===== config.mk =====
export PLATFORM = sky130hd
export DESIGN_NAME = periodic_task_timer_bank
export DESIGN_NICKNAME = d
export VERILOG_FILES = /design/src/rtl/core/ptb_pkg.sv /design/src/rtl/core/periodic_task_timer_bank.sv /design/src/rtl/core/ptb_ram.sv /design/src/rtl/core/ptb_ctrl.sv /design/src/rtl/core/ptb_dp.sv
export VERILOG_INCLUDE_DIRS = /design/src /design/src/rtl/core
export SDC_FILE = /design/constraint.sdc
export NUM_CORES = 2
export LEC_CHECK = 0
export BUFFER_PORTS_ARGS = -buffer_cell sky130_fd_sc_hd__buf_2
export CORE_MARGIN = 2
export CORE_UTILIZATION = 30
export CTS_BUF_LIST = sky130_fd_sc_hd__clkbuf_16
export DETAILED_ROUTE_END_ITERATION = 10
export HOLD_SLACK_MARGIN = 0.05
export PLACE_DENSITY = 0.49
export SLEW_MARGIN = 20
export SYNTH_ARGS = -nofsm -noshare
export SYNTH_HDL_FRONTEND = slang
export SYNTH_SLANG_ARGS = --single-unit

===== constraint.sdc =====
create_clock -name clk -period 9.9 [get_ports clk]
set_input_delay 0.99 -clock clk [delete_from_list [all_inputs] [get_ports clk]]
set_output_delay 0.99 -clock clk [all_outputs]
set_load 0.03 [all_outputs]

===== src/rtl/core/assert_macros.svh =====
// assertion helpers used by the rtl datapath
`ifndef ASSERT_MACROS_SVH
`define ASSERT_MACROS_SVH

// same-cycle implication
`define PTB_ASSERT_IMPL(label, clk, rst_n, ante, cons) \
	label: assert property (@(posedge clk) disable iff (!rst_n) (ante) |-> (cons)) \
		else $error("ptb assertion failed");

// next-cycle implication
`define PTB_ASSERT_NEXT(label, clk, rst_n, ante, cons) \
	label: assert property (@(posedge clk) disable iff (!rst_n) (ante) |=> (cons)) \
		else $error("ptb assertion failed");

`endif


===== src/rtl/core/ptb_pkg.sv =====
`default_nettype none
package ptb_pkg;

	// request codes
	localparam logic [2:0] REQ_SCHEDULE = 3'd0;
	localparam logic [2:0] REQ_REMOVE   = 3'd1;
	localparam logic [2:0] REQ_TICK     = 3'd2;
	localparam logic [2:0] REQ_STOP     = 3'd3;
	localparam logic [2:0] REQ_START    = 3'd4;

	// result status codes
	localparam logic [3:0] ST_SCHEDULED = 4'd0;
	localparam logic [3:0] ST_REJECTED  = 4'd1;
	localparam logic [3:0] ST_REMOVED   = 4'd2;
	localparam logic [3:0] ST_NOT_FOUND = 4'd3;
	localparam logic [3:0] ST_FIRED     = 4'd4;
	localparam logic [3:0] ST_IDLE_TICK = 4'd5;
	localparam logic [3:0] ST_STARTED   = 4'd6;
	localparam logic [3:0] ST_STOPPED   = 4'd7;
	localparam logic [3:0] ST_UNCHANGED = 4'd8;

	// most fired ids released by one tick
	localparam int MAX_RESULTS = 16;

	localparam int SLOT_W = 112;

	localparam logic [2:0] ADDR_BATCH = 3'd0;
	localparam logic [31:0] BATCH_RESET = 32'd10000;

	typedef enum logic [3:0] {
		S_IDLE,
		S_DISPATCH,
		S_SCH,
		S_RM_RD,
		S_RM_CMP,
		S_TK_RD,
		S_TK_CMP,
		S_TK_COMMIT,
		S_TK_REL,
		S_REL_RD,
		S_REL_EMIT,
		S_EMIT
	} state_t;

	typedef struct packed {
		logic       ld_req;
		logic       idx_clr;
		logic       idx_inc;
		logic       set_st;
		logic [3:0] st;
		logic       sch_write;
		logic       rm_clear;
		logic       stop_do;
		logic       start_do;
		logic       tick_init;
		logic       cand_take;
		logic       commit;
		logic       rel_start;
		logic       pop;
		logic       emit;
	} ptb_cmd_t;

	typedef struct packed {
		logic [2:0] req;
		logic       period_zero;
		logic       running;
		logic       idx_last;
		logic       free_here;
		logic       match;
		logic       cand_better;
		logic       best_found;
		logic       release_ok;
		logic       pend_empty;
		logic       rel_last;
		logic       out_free;
	} ptb_sts_t;

endpackage
`default_nettype wire


===== src/rtl/core/periodic_task_timer_bank.sv =====
// channel   direction  handshake                 payload
// request   in         in_valid / in_stall       req_type tmr_period target_id now_us
// result    out        out_valid / out_stall     status timer_id last_of_run queue_dropped
// config    in         apb psel/penable/pwrite   paddr pwdata prdata pready
//
// one request transaction at a time; a schedule scans the slots for a free one, a remove
// scans for the target id, and a tick rescans the slot table after each due timer it
// commits, then releases the pending ids one at a time; the remove and tick scans read
// each slot from the slot ram (registered read) before comparing it
// results leave through an output register; a stalled result holds the controller
// arst_n clears control state, the slot valid bits and the pending queue count
`default_nettype none
module periodic_task_timer_bank #(
	parameter int NUM_TIMERS    = 16,
	parameter int PENDING_DEPTH = 16
) (
	input  wire logic        clk,
	input  wire logic        arst_n,
	// request channel
	input  wire logic        in_valid,
	output logic             in_stall,
	input  wire logic [2:0]  req_type,
	input  wire logic [31:0] tmr_period,
	input  wire logic [31:0] target_id,
	input  wire logic [47:0] now_us,
	// result channel
	output logic             out_valid,
	input  wire logic        out_stall,
	output logic [3:0]       status,
	output logic [31:0]      timer_id,
	output logic             last_of_run,
	output logic             queue_dropped,
	// configuration port
	input  wire logic        psel,
	input  wire logic        penable,
	input  wire logic        pwrite,
	input  wire logic [2:0]  paddr,
	input  wire logic [31:0] pwdata,
	output logic [31:0]      prdata,
	output logic             pready
);

	ptb_pkg::ptb_cmd_t cmd;
	ptb_pkg::ptb_sts_t sts;
	logic [31:0] batch_q;

	// batch interval register, written in the apb access phase
	always_ff @(posedge clk or negedge arst_n) begin
		if (!arst_n) begin
			batch_q <= ptb_pkg::BATCH_RESET;
		end else if (psel && penable && pwrite && paddr == ptb_pkg::ADDR_BATCH) begin
			batch_q <= pwdata;
		end
	end

	assign pready = 1'b1;
	assign prdata = (paddr == ptb_pkg::ADDR_BATCH) ? batch_q : '0;

	// sequencer: decodes the request and steps the scans
	ptb_ctrl u_ctrl (
		.clk      (clk),
		.arst_n   (arst_n),
		.in_valid (in_valid),
		.in_stall (in_stall),
		.sts      (sts),
		.cmd      (cmd)
	);

	// slot table, pending ring, timers and result register
	ptb_dp #(
		.NUM_TIMERS    (NUM_TIMERS),
		.PENDING_DEPTH (PENDING_DEPTH)
	) u_dp (
		.clk            (clk),
		.arst_n         (arst_n),
		.cmd            (cmd),
		.sts            (sts),
		.rel_gap        (batch_q),
		.req_type       (req_type),
		.tmr_period     (tmr_period),
		.target_id      (target_id),
		.now_us         (now_us),
		.out_valid      (out_valid),
		.out_stall      (out_stall),
		.status         (status),
		.timer_id       (timer_id),
		.last_of_run    (last_of_run),
		.queue_dropped  (queue_dropped)
	);

endmodule
`default_nettype wire


===== src/rtl/core/ptb_ram.sv =====
`default_nettype none
module ptb_ram #(
	parameter int WIDTH = 32,
	parameter int DEPTH = 16
) (
	input  wire logic                                       clk,
	input  wire logic                                       wr_en,
	input  wire logic [((DEPTH > 1) ? $clog2(DEPTH) : 1)-1:0] wr_addr,
	input  wire logic [WIDTH-1:0]                           wr_data,
	input  wire logic [((DEPTH > 1) ? $clog2(DEPTH) : 1)-1:0] rd_addr,
	output logic      [WIDTH-1:0]                           rd_data
);

	logic [WIDTH-1:0] mem [DEPTH];

	always_ff @(posedge clk) begin
		if (wr_en) begin
			mem[wr_addr] <= wr_data;
		end
		rd_data <= mem[rd_addr];
	end

endmodule
`default_nettype wire


===== src/rtl/core/ptb_ctrl.sv =====
`default_nettype none
module ptb_ctrl (
	input  wire logic             clk,
	input  wire logic             arst_n,
	input  wire logic             in_valid,
	output logic                  in_stall,
	input  wire ptb_pkg::ptb_sts_t sts,
	output ptb_pkg::ptb_cmd_t     cmd
);

	ptb_pkg::state_t state_q, state_nxt;

	always_ff @(posedge clk or negedge arst_n) begin
		if (!arst_n) begin
			state_q <= ptb_pkg::S_IDLE;
		end else begin
			state_q <= state_nxt;
		end
	end

	assign in_stall = (state_q != ptb_pkg::S_IDLE);

	// next state
	always_comb begin
		state_nxt = state_q;
		unique case (state_q)
			ptb_pkg::S_IDLE: begin
				if (in_valid) state_nxt = ptb_pkg::S_DISPATCH;
			end
			ptb_pkg::S_DISPATCH: begin
				unique case (sts.req)
					ptb_pkg::REQ_SCHEDULE:
						state_nxt = sts.period_zero ? ptb_pkg::S_EMIT : ptb_pkg::S_SCH;
					ptb_pkg::REQ_REMOVE: state_nxt = ptb_pkg::S_RM_RD;
					ptb_pkg::REQ_TICK:
						state_nxt = sts.running ? ptb_pkg::S_TK_RD : ptb_pkg::S_EMIT;
					default: state_nxt = ptb_pkg::S_EMIT;
				endcase
			end
			ptb_pkg::S_SCH: begin
				if (sts.free_here || sts.idx_last) state_nxt = ptb_pkg::S_EMIT;
			end
			ptb_pkg::S_RM_RD: state_nxt = ptb_pkg::S_RM_CMP;
			ptb_pkg::S_RM_CMP: begin
				if (sts.match || sts.idx_last) state_nxt = ptb_pkg::S_EMIT;
				else state_nxt = ptb_pkg::S_RM_RD;
			end
			ptb_pkg::S_TK_RD: state_nxt = ptb_pkg::S_TK_CMP;
			ptb_pkg::S_TK_CMP: begin
				if (!sts.idx_last) state_nxt = ptb_pkg::S_TK_RD;
				else if (sts.best_found || sts.cand_better) state_nxt = ptb_pkg::S_TK_COMMIT;
				else state_nxt = ptb_pkg::S_TK_REL;
			end
			ptb_pkg::S_TK_COMMIT: state_nxt = ptb_pkg::S_TK_RD;
			ptb_pkg::S_TK_REL: begin
				if (sts.release_ok && !sts.pend_empty) state_nxt = ptb_pkg::S_REL_RD;
				else state_nxt = ptb_pkg::S_EMIT;
			end
			ptb_pkg::S_REL_RD: state_nxt = ptb_pkg::S_REL_EMIT;
			ptb_pkg::S_REL_EMIT: begin
				if (sts.out_free) begin
					state_nxt = sts.rel_last ? ptb_pkg::S_IDLE : ptb_pkg::S_REL_RD;
				end
			end
			ptb_pkg::S_EMIT: begin
				if (sts.out_free) state_nxt = ptb_pkg::S_IDLE;
			end
			default: state_nxt = ptb_pkg::S_IDLE;
		endcase
	end

	// commands
	always_comb begin
		cmd = '0;
		unique case (state_q)
			ptb_pkg::S_IDLE: begin
				cmd.ld_req = in_valid;
			end
			ptb_pkg::S_DISPATCH: begin
				cmd.idx_clr = 1'b1;
				cmd.set_st  = 1'b1;
				cmd.st      = ptb_pkg::ST_UNCHANGED;
				unique case (sts.req)
					ptb_pkg::REQ_SCHEDULE: cmd.st = ptb_pkg::ST_REJECTED;
					ptb_pkg::REQ_REMOVE:   cmd.st = ptb_pkg::ST_NOT_FOUND;
					ptb_pkg::REQ_TICK:     cmd.tick_init = sts.running;
					ptb_pkg::REQ_STOP: begin
						if (sts.running) begin
							cmd.stop_do = 1'b1;
							cmd.st      = ptb_pkg::ST_STOPPED;
						end
					end
					ptb_pkg::REQ_START: begin
						if (!sts.running) begin
							cmd.start_do = 1'b1;
							cmd.st       = ptb_pkg::ST_STARTED;
						end
					end
					default: cmd.st = ptb_pkg::ST_UNCHANGED;
				endcase
			end
			ptb_pkg::S_SCH: begin
				if (sts.free_here) begin
					cmd.sch_write = 1'b1;
					cmd.set_st    = 1'b1;
					cmd.st        = ptb_pkg::ST_SCHEDULED;
				end else if (!sts.idx_last) begin
					cmd.idx_inc = 1'b1;
				end
			end
			ptb_pkg::S_RM_RD: begin
				cmd = '0;
			end
			ptb_pkg::S_RM_CMP: begin
				if (sts.match) begin
					cmd.rm_clear = 1'b1;
					cmd.set_st   = 1'b1;
					cmd.st       = ptb_pkg::ST_REMOVED;
				end else if (!sts.idx_last) begin
					cmd.idx_inc = 1'b1;
				end
			end
			ptb_pkg::S_TK_RD: begin
				cmd = '0;
			end
			ptb_pkg::S_TK_CMP: begin
				cmd.cand_take = sts.cand_better;
				cmd.idx_inc   = !sts.idx_last;
			end
			ptb_pkg::S_TK_COMMIT: begin
				cmd.commit  = 1'b1;
				cmd.idx_clr = 1'b1;
			end
			ptb_pkg::S_TK_REL: begin
				cmd.rel_start = sts.release_ok;
				cmd.set_st    = 1'b1;
				cmd.st        = (sts.release_ok && !sts.pend_empty) ?
					ptb_pkg::ST_FIRED : ptb_pkg::ST_IDLE_TICK;
			end
			ptb_pkg::S_REL_RD: begin
				cmd = '0;
			end
			ptb_pkg::S_REL_EMIT: begin
				cmd.emit = sts.out_free;
				cmd.pop  = sts.out_free;
			end
			ptb_pkg::S_EMIT: begin
				cmd.emit = sts.out_free;
			end
			default: cmd = '0;
		endcase
	end

endmodule
`default_nettype wire


===== src/rtl/core/ptb_dp.sv =====
`default_nettype none
`include "assert_macros.svh"
module ptb_dp #(
	parameter int NUM_TIMERS    = 16,
	parameter int PENDING_DEPTH = 16
) (
	input  wire logic              clk,
	input  wire logic              arst_n,
	input  wire ptb_pkg::ptb_cmd_t cmd,
	output ptb_pkg::ptb_sts_t      sts,
	input  wire logic [31:0]       rel_gap,
	input  wire logic [2:0]        req_type,
	input  wire logic [31:0]       tmr_period,
	input  wire logic [31:0]       target_id,
	input  wire logic [47:0]       now_us,
	output logic                   out_valid,
	input  wire logic              out_stall,
	output logic [3:0]             status,
	output logic [31:0]            timer_id,
	output logic                   last_of_run,
	output logic                   queue_dropped
);

	localparam int IW = $clog2(NUM_TIMERS);
	localparam int PW = (PENDING_DEPTH > 1) ? $clog2(PENDING_DEPTH) : 1;
	localparam int CW = $clog2(PENDING_DEPTH + 1);
	localparam int SW = CW + 1;

	logic [2:0]            req_q;
	logic [31:0]           period_q;
	logic [31:0]           target_q;
	logic [47:0]           now_q;
	logic [IW-1:0]         idx_q;
	logic [NUM_TIMERS-1:0] valid_q;
	logic [NUM_TIMERS-1:0] seen_q;
	logic [31:0]           id_cnt_q;
	logic                  running_q;
	logic [47:0]           last_rel_q;
	logic                  best_found_q;
	logic [IW-1:0]         best_idx_q;
	logic [31:0]           best_id_q;
	logic [31:0]           best_per_q;
	logic                  drop_q;
	logic [PW-1:0]         head_q;
	logic [CW-1:0]         count_q;
	logic [3:0]            k_q;
	logic [3:0]            st_q;

	logic [ptb_pkg::SLOT_W-1:0] slot_wdata, slot_rd;
	logic [31:0] rd_id, rd_per, pend_rd, add_per, wr_id;
	logic [47:0] rd_due, due_new;
	logic [48:0] due_sum;
	logic [SW-1:0] tail_sum, tail;
	logic push_ok, rel_last, release_ok;
	logic [47:0] elapsed;

	assign rd_id  = slot_rd[111:80];
	assign rd_per = slot_rd[79:48];
	assign rd_due = slot_rd[47:0];

	// rearm / first due time, saturating at the top of the 48-bit range
	assign add_per = cmd.sch_write ? period_q : best_per_q;
	assign wr_id   = cmd.sch_write ? id_cnt_q : best_id_q;
	assign due_sum = {1'b0, now_q} + {17'd0, add_per};
	assign due_new = due_sum[48] ? {48{1'b1}} : due_sum[47:0];
	assign slot_wdata = {wr_id, add_per, due_new};

	ptb_ram #(.WIDTH(ptb_pkg::SLOT_W), .DEPTH(NUM_TIMERS)) u_slot_ram (
		.clk     (clk),
		.wr_en   (cmd.sch_write | cmd.commit),
		.wr_addr (cmd.sch_write ? idx_q : best_idx_q),
		.wr_data (slot_wdata),
		.rd_addr (idx_q),
		.rd_data (slot_rd)
	);

	// pending queue as a ring
	assign push_ok  = count_q < CW'(PENDING_DEPTH);
	assign tail_sum = SW'(head_q) + SW'(count_q);
	assign tail     = (tail_sum >= SW'(PENDING_DEPTH)) ? tail_sum - SW'(PENDING_DEPTH) : tail_sum;

	ptb_ram #(.WIDTH(32), .DEPTH(PENDING_DEPTH)) u_pend_ram (
		.clk     (clk),
		.wr_en   (cmd.commit & push_ok),
		.wr_addr (tail[PW-1:0]),
		.wr_data (best_id_q),
		.rd_addr (head_q),
		.rd_data (pend_rd)
	);

	// time going backwards counts as no time passed
	assign elapsed    = (now_q >= last_rel_q) ? now_q - last_rel_q : '0;
	assign release_ok = elapsed >= {16'd0, rel_gap};
	assign rel_last   = (count_q == CW'(1)) || (k_q == 4'(ptb_pkg::MAX_RESULTS - 1));

	always_comb begin
		sts.req         = req_q;
		sts.period_zero = (period_q == '0);
		sts.running     = running_q;
		sts.idx_last    = (idx_q == IW'(NUM_TIMERS - 1));
		sts.free_here   = !valid_q[idx_q];
		sts.match       = valid_q[idx_q] && (rd_id == target_q);
		sts.cand_better = valid_q[idx_q] && !seen_q[idx_q] && (now_q >= rd_due) &&
			(!best_found_q || (rd_id < best_id_q));
		sts.best_found  = best_found_q;
		sts.release_ok  = release_ok;
		sts.pend_empty  = (count_q == '0);
		sts.rel_last    = rel_last;
		sts.out_free    = !out_valid || !out_stall;
	end

	// request fields
	always_ff @(posedge clk) begin
		if (cmd.ld_req) begin
			req_q    <= req_type;
			period_q <= tmr_period;
			target_q <= target_id;
			now_q    <= now_us;
		end
		if (cmd.cand_take) begin
			best_idx_q <= idx_q;
			best_id_q  <= rd_id;
			best_per_q <= rd_per;
		end
	end

	always_ff @(posedge clk or negedge arst_n) begin
		if (!arst_n) begin
			idx_q        <= '0;
			valid_q      <= '0;
			seen_q       <= '0;
			id_cnt_q     <= 32'd1;
			running_q    <= 1'b0;
			last_rel_q   <= '0;
			best_found_q <= 1'b0;
			drop_q       <= 1'b0;
			head_q       <= '0;
			count_q      <= '0;
			k_q          <= '0;
			st_q         <= ptb_pkg::ST_UNCHANGED;
		end else begin
			if (cmd.idx_clr) idx_q <= '0;
			else if (cmd.idx_inc) idx_q <= idx_q + IW'(1);
			if (cmd.set_st) st_q <= cmd.st;
			if (cmd.sch_write) valid_q[idx_q] <= 1'b1;
			if (cmd.rm_clear) valid_q[idx_q] <= 1'b0;
			if (cmd.stop_do) begin
				valid_q   <= '0;
				running_q <= 1'b0;
			end
			if (cmd.start_do) begin
				running_q  <= 1'b1;
				last_rel_q <= now_q;
			end
			if (cmd.tick_init) begin
				seen_q       <= '0;
				drop_q       <= 1'b0;
				best_found_q <= 1'b0;
			end
			if (cmd.cand_take) best_found_q <= 1'b1;
			if (cmd.commit) begin
				seen_q[best_idx_q] <= 1'b1;
				best_found_q       <= 1'b0;
				if (push_ok) count_q <= count_q + CW'(1);
				else drop_q <= 1'b1;
			end
			if (cmd.rel_start) begin
				last_rel_q <= now_q;
				k_q        <= '0;
			end
			if (cmd.pop) begin
				head_q  <= (head_q == PW'(PENDING_DEPTH - 1)) ? '0 : head_q + PW'(1);
				count_q <= count_q - CW'(1);
				k_q     <= k_q + 4'd1;
			end
			// id counter skips zero on wrap
			if (cmd.emit && st_q == ptb_pkg::ST_SCHEDULED) begin
				id_cnt_q <= (id_cnt_q == '1) ? 32'd1 : id_cnt_q + 32'd1;
			end
		end
	end

	// output register
	always_ff @(posedge clk or negedge arst_n) begin
		if (!arst_n) begin
			out_valid <= 1'b0;
		end else if (cmd.emit) begin
			out_valid <= 1'b1;
		end else if (!out_stall) begin
			out_valid <= 1'b0;
		end
	end

	always_ff @(posedge clk) begin
		if (cmd.emit) begin
			status <= st_q;
			case (st_q)
				ptb_pkg::ST_SCHEDULED: begin
					timer_id      <= id_cnt_q;
					last_of_run   <= 1'b1;
					queue_dropped <= 1'b0;
				end
				ptb_pkg::ST_FIRED: begin
					timer_id      <= pend_rd;
					last_of_run   <= rel_last;
					queue_dropped <= drop_q;
				end
				ptb_pkg::ST_IDLE_TICK: begin
					timer_id      <= '0;
					last_of_run   <= 1'b1;
					queue_dropped <= drop_q;
				end
				default: begin
					timer_id      <= '0;
					last_of_run   <= 1'b1;
					queue_dropped <= 1'b0;
				end
			endcase
		end
	end

	`PTB_ASSERT_IMPL(a_count_bound, clk, arst_n, 1'b1, count_q <= CW'(PENDING_DEPTH))
	`PTB_ASSERT_IMPL(a_pop_nonempty, clk, arst_n, cmd.pop, count_q != '0)
	`PTB_ASSERT_NEXT(a_push_grows, clk, arst_n, cmd.commit && push_ok, count_q == $past(count_q) + CW'(1))

endmodule
`default_nettype wire


== Word level (Yosys, flattened, before mapping) ==
Memories as Yosys holds them, arrays and structs flattened. A register that Yosys moved wholly into a read port is not among the register bits.
Cells that the tools add are included.
Cells by class
  add/subtract/negate cells: 10
  magnitude comparators: 10
  equal/unequal tests: 28
  mux-type cells: 86
  bitwise operators: 6
  reduce and logical (&&, ||, !) cells: 43
Operators with widths (number)
  $mux 48: 4
  $mux 32: 4
  $ge 48x48->1: 2
  $mux 16: 5
  $mux 4: 19
  $pmux 32 s2: 1
  $add 48x32->49: 1
  $ge 48x32->1: 1
  $pmux 4 s12: 1
  $sub 48x48->48: 1
  $mux 1: 37
  $add 32x1->32 const B: 1
  $eq 32x32->1: 1
  $eq 32x32->1 const B: 1
  $logic_not 32->1: 1
  $lt 32x32->1: 1
  $or 16x16->16: 2
  $eq 4x4->1 const B: 7
  $eq 4x3->1 const B: 6
  $mux 5: 4
  $pmux 5 s4: 1
  $and 16x16->16: 1
  $not 16->16: 1
  $pmux 4 s4: 1
  other kinds (38): 79
Storage, ports and cells
  register bits after elaboration: 394
  RAM bits: 2304
  input port bits: 157
  output and inout port bits: 73
  word-level logic and storage cells: 211
  memories: 2
Memories
  u_dp.u_slot_ram.mem: depth 16, width 112, rd ports 1, clocked after memory_dff 1, write ports 1, RTL line ptb_ram.sv:14  | logic [WIDTH-1:0] mem [DEPTH];
  u_dp.u_pend_ram.mem: depth 16, width 32, rd ports 1, clocked after memory_dff 1, write ports 1, RTL line ptb_ram.sv:14

== Logic depth before layout (Yosys ltp) ==
  depth in word-level cells: 10
  mapped depth: 29

== Cells and area by module ==
A second synthesis with hierarchy kept.
Unflattened totals
  cell total of the unflattened synthesis: 6061
  area total of the unflattened synthesis: 113622.7 sq um
By module, submodules not included
  ptb_ram at u_dp.u_slot_ram: times used 1, cells each 2864, area an instance 69170.1 sq um
  ptb_dp: times used 1, cells each 2150, area an instance 22346.4 sq um
  ptb_ram at u_dp.u_pend_ram: times used 1, cells each 838, area an instance 19835.3 sq um
  periodic_task_timer_bank: times used 1, cells each 107, area an instance 1595.3 sq um
  ptb_ctrl: times used 1, cells each 102, area an instance 675.6 sq um

== Least setup slack after synthesis ==
No wires, ideal clock.
  path kind: register -> register
  start point: register u_dp.idx_q[0]
  end point: memory u_dp.u_slot_ram.mem[15][0] in the netlist's numbering, enable pin
  library setup time: 585 ps
  data arrival time: 7441 ps
  data required time: 9315 ps
  slack: 1875 ps
  stages on the path, launching flop included: 9
  clock period less this slack: 8025 ps
  path through: dfrtp_1 -> buf_1 -> mux4_2 -> mux4_2 -> nor2b_1 -> clkbuf_1 -> clkbuf_1 -> a31oi_1 -> nor2_1
On the way
  word-level cells in the longest chain between the ends: 7
  elaborated cells on any way between the ends: 8
RTL lines
  start, declared: RTL line ptb_dp.sv:33  | logic [IW-1:0] idx_q;
  start signal, assigned: RTL line ptb_dp.sv:143  | else if (cmd.idx_inc) idx_q <= idx_q + IW'(1);
  $bmux 1 s4: RTL line ptb_dp.sv:101  | sts.free_here = !valid_q[idx_q];
  $mux 1 (implied by the code): RTL line ptb_dp.sv:101
  $mux 6: RTL line ptb_ctrl.sv:103  | if (sts.free_here) begin
  $mux 1: RTL line ptb_ctrl.sv:75  | unique case (state_q)
  $or 1x1->1: RTL line ptb_dp.sv:70  | .wr_en (cmd.sch_write | cmd.commit),
  $mux 1: RTL line ptb_ram.sv:17  | if (wr_en) begin
  $mux 1 (implied by the code): RTL line ptb_ram.sv:18  | mem[wr_addr] <= wr_data;
  end, declared: RTL line ptb_ram.sv:14
Several ways; a longest one is shown, not always the timed one. The select of a mux whose other input is x is not followed.

== Final worst setup path ==
  start point: register u_dp.idx_q[0]
  end point: memory u_dp.u_slot_ram.mem[8][7] in the netlist's numbering (data pin)
On the way
  word-level cells in the longest chain between the ends: 7
RTL lines
  $bmux 1 s4: RTL line ptb_dp.sv:101
  $mux 1 (implied by the code): RTL line ptb_dp.sv:101
  $mux 6: RTL line ptb_ctrl.sv:103
  $mux 1: RTL line ptb_ctrl.sv:75
  $mux 32: RTL line ptb_dp.sv:62  | assign add_per = cmd.sch_write ? period_q : best_per_q;
  net u_dp.add_per[7]: RTL line ptb_dp.sv:50  | logic [31:0] rd_id, rd_per, pend_rd, add_per, wr_id;
  $add 48x32->49: RTL line ptb_dp.sv:64  | assign due_sum = {1'b0, now_q} + {17'd0, add_per};
  $mux 48: RTL line ptb_dp.sv:65  | assign due_new = due_sum[48] ? {48{1'b1}} : due_sum[47:0];
  net u_dp.due_new[7]: RTL line ptb_dp.sv:51  | logic [47:0] rd_due, due_new;
The timed path passes the listed nets, and every way through them passes these cells. The select of a mux whose other input is x is not followed.

==> flow_summary_export.csv <==
group,metric,value,unit
run_status,outcome,"finished clean",
layout,area.growth.synth_to_final,16.1,%
timing,clock.fmax,122,MHz
run,max_cap_violations,0,
critical_path,cp_max_fo,41,
yosys,yosys_warnings,0,
clock_network,cts.repair.resized,0,
drt,firstDrtPassIters,5,
clock_network,cts_buffers,315,
power,power.net_switching,0.0106,W
timing,worst_pin_slew,1080,ps
critical_path,critPathMaxStageDelay,980,ps
critical_path,cp_slowest_cell,"dfrtp_4",
yosys,synth_top_family_by_area,"multiplexers",
timing,min_period_over_period,82.5,%
yosys,synth_ff_type,"edfxtp_1",
power,power.leakage,43.7,nW
critical_path,critPathKind,"flop to flop",
floorplan,io_pins,230,
critical_path,cp_cell_sequence,"mux4_2, mux4_2, nor2b_4, mux2_2, ha_1, a21o_1, a21oi_1, inv_1, a2111oi_0, a21oi_1, o211ai_1, nand2b_1, a41oi_1, or2_2, buf_4, nand2_1",
grt,track_usage,16.0,%
grt,grt_pass1_vias,60914,
yosys,synthMuxAreaShare,14.6,%
clock_network,holdBufCountCts,0,
timing,max_slew_margin,27.7,%
floorplan,core_area,378000,um2
drt,ant_nets,0,
drt,wl_per_cell,26.7,um
timing,slew_viol_final,0,
clock_network,clockBufferDepth,4,
yosys,yosysSeqAreaShare,72.9,%
clock_network,htree_levels,5,
critical_path,critPathArrivalTime,8620,ps
power,pwr-share-seq,43.1,%
timing,rsz0062_at_grt,"false",
clock_network,cts_tree,"built",
yosys,synthSimpleGateAreaFrac,3.43,%
yosys,synth_compound_area_share,4.04,%
drt,drtIter0Drc,5387,
timing,min_period,8160,ps
floorplan,fp.dieH,620,um
yosys,synthXorXnorAreaFrac,1.07,%
placement,dp_hpwl,181000,um
critical_path,critPathLaunchType,"flop",
clock_network,insertion_delay,930,ps
grt,antenna_found_initial,19,
drt,routed_wl,314000,um
yosys,netlist_area,114000,um2
yosys,avgSynthCellArea,18.8,um2
yosys,async_flop_share,6.09,%
drt,num_vias,58615,
drt,wl_met2,158000,um
clock_network,clk_pin_slew,60,ps
yosys,ys_ff_latch,2842,
placement,place_congestion,0.854,
power,power_density,268,nW/um2
drt,drc,0,
critical_path,cp-end-kind,"flop",
yosys,synthCells,6067,
timing,fin_ws,1740,ps
drt,viasPerCell,4.98,
power,internal_power,0.0249,W
placement,place_ws,1720,ps
clock_network,post_cts_buffers,0,
power,power_frac_clock,32.8,%
clock_network,cts_sinks,2842,
layout,mostFrequentLayoutCells,"edfxtp_1, mux4_2, clkbuf_16",
yosys,synth_fa_ha_area_share,2.29,%
grt,grt_max_degree,124,
power,p_comb_share,24.1,%
drt,top_layer,"met5",
floorplan,rows,226,
grt,grt-ovfl-total,0,
layout,nets,6838,
yosys,synth_edf_count,2525,
critical_path,path_buf_inv,2,
placement,portBuffers,228,
timing,finClkSkew,90.8,ps
power,worst_ir_drop_vdd,479,uV
critical_path,required,10350,ps
power,swShare,29.8,%
yosys,synth.distinct_cells,79,
layout,final_common_cell,"edfxtp_1",
grt,grt_pass1_wl,447000,um
yosys,syn-num-nets,6431,
timing,fin_setup_tns,0,ps
worst_hold_path,hold_class,"input pin to async pin",
layout,drive_gt1_share,24.1,%
critical_path,critPathTopFamily,"compound AO/OA/AOI/OAI gates",
drt,drt-met1-wl,134000,um
floorplan,dieArea,385000,um2
timing,hold_viol_final,0,
clock_network,cts_root_buffer,"clkbuf_16",
drt,wl_met3,14100,um
timing,setup_viol,0,
floorplan,die_w,620,um
floorplan,start_util,30.1,%
==> layout make-up <==
type	instances	area (um2)
Clock inverter	256	2120
Multi-Input combinational cell	2744	29400
Antenna cell	11	27.5
Tap cell	5016	6280
Sequential cell	2842	83100
Fill cell	35597	246000
Timing Repair Buffer	359	2360
Inverter	212	796
Clock buffer	326	8160
==> Yosys cell counts (all sizes together) (97+ instances only) <==
cell / count / area (um2)
edfxtp: 2525 / 75800
mux4: 634 / 14300
nand2: 304 / 1140
inv: 212 / 796
o21ai: 210 / 1050
ha: 204 / 2550
clkbuf: 203 / 763
nor2: 180 / 676
a21oi: 176 / 885
dfrtp: 166 / 4150
dfxtp: 144 / 2880
mux2i: 125 / 1250
mux2: 97 / 1140
==> layer usage <==
| metal | up-vias | track usage [%] |
|---|---|---|
| met1 | 31480 | 21.2 |
| met2 | 1442 | 27.7 |
| met4 | 2 | 4.35 |
| met5 | - | 0 |
| met3 | 428 | 2.15 |
| li1 | 25263 | - |
==> stage by stage <==
step | utilization [%] | area, um2 | cells | hold WS [ps] | total power (W)
floorplan | - | 114000 | 6067 | 386 | 0.0212
global placement | 32.2 | 122000 | 11173 | 387 | 0.0241
detailed placement | 32.2 | 122000 | 11173 | 390 | 0.0242
CTS | 34.9 | 132000 | 11755 | 91.5 | 0.0359
global route | 34.9 | 132000 | 11757 | 119 | 0.0370
finish | 34.9 | 132000 | 11766 | 122 | 0.0354
==> cells by family after synthesis <==
| logic type | count (synthesis) |
|---|---|
| AO/OA/AOI/OAI | 715 |
| buffers and inverters | 481 |
| XOR/XNOR | 139 |
| adder cells (fa/ha/maj) | 207 |
| multiplexers | 856 |
| AND/OR/NAND/NOR | 826 |
| other | 1 |
| flip-flops | 2842 |
==> flip-flops by register name (all words and copies together), names as in the netlist, 3 cells and up <==
signal	cells
u_dp.k_q	4
u_dp.last_rel_q	48
u_dp.u_slot_ram.mem	1792
u_dp.u_pend_ram.mem	512
u_dp.u_pend_ram.rd_data	32
u_dp.period_q	32
u_dp.idx_q	4
u_dp.st_q	4
u_dp.head_q	4
u_dp.status	4
u_dp.now_q	48
batch_q	32
u_dp.seen_q	16
u_dp.best_per_q	32
u_dp.best_idx_q	4
u_ctrl.state_q	4
u_dp.best_id_q	32
u_dp.u_slot_ram.rd_data	112
u_dp.target_q	32
u_dp.timer_id	32
u_dp.valid_q	16
u_dp.count_q	5
u_dp.req_q	3
u_dp.id_cnt_q	32
==> power groups by stage <==
stage	clock [W]	sequential (W)	combinational, W
after CTS	0.0119	0.0153	0.00869
after detailed placement	0	0.0155	0.00865
final	0.0116	0.0153	0.00855
after global routing	0.0124	0.0153	0.00933
after global placement	0	0.0155	0.00856
after floorplan	0	0.0151	0.00614
==> final timing paths <==
kind                                             start  cells after the start                         to  slack, ps
setup / recovery                         u_dp.idx_q[0]                     16  u_dp.u_slot_ram.mem[8][7]       1740
hold / removal                                  arst_n                      1        u_dp.last_rel_q[42]        120
setup reg to reg                         u_dp.idx_q[0]                     16  u_dp.u_slot_ram.mem[8][7]       1740
hold reg to reg            u_dp.u_slot_ram.rd_data[79]                      0        u_dp.best_per_q[31]        370
max in group asynchronous                       arst_n                      3             u_dp.head_q[1]       7660
min in group clk                            now_us[16]                      1             u_dp.now_q[16]        240
Power figures use the tool's default switching activity.
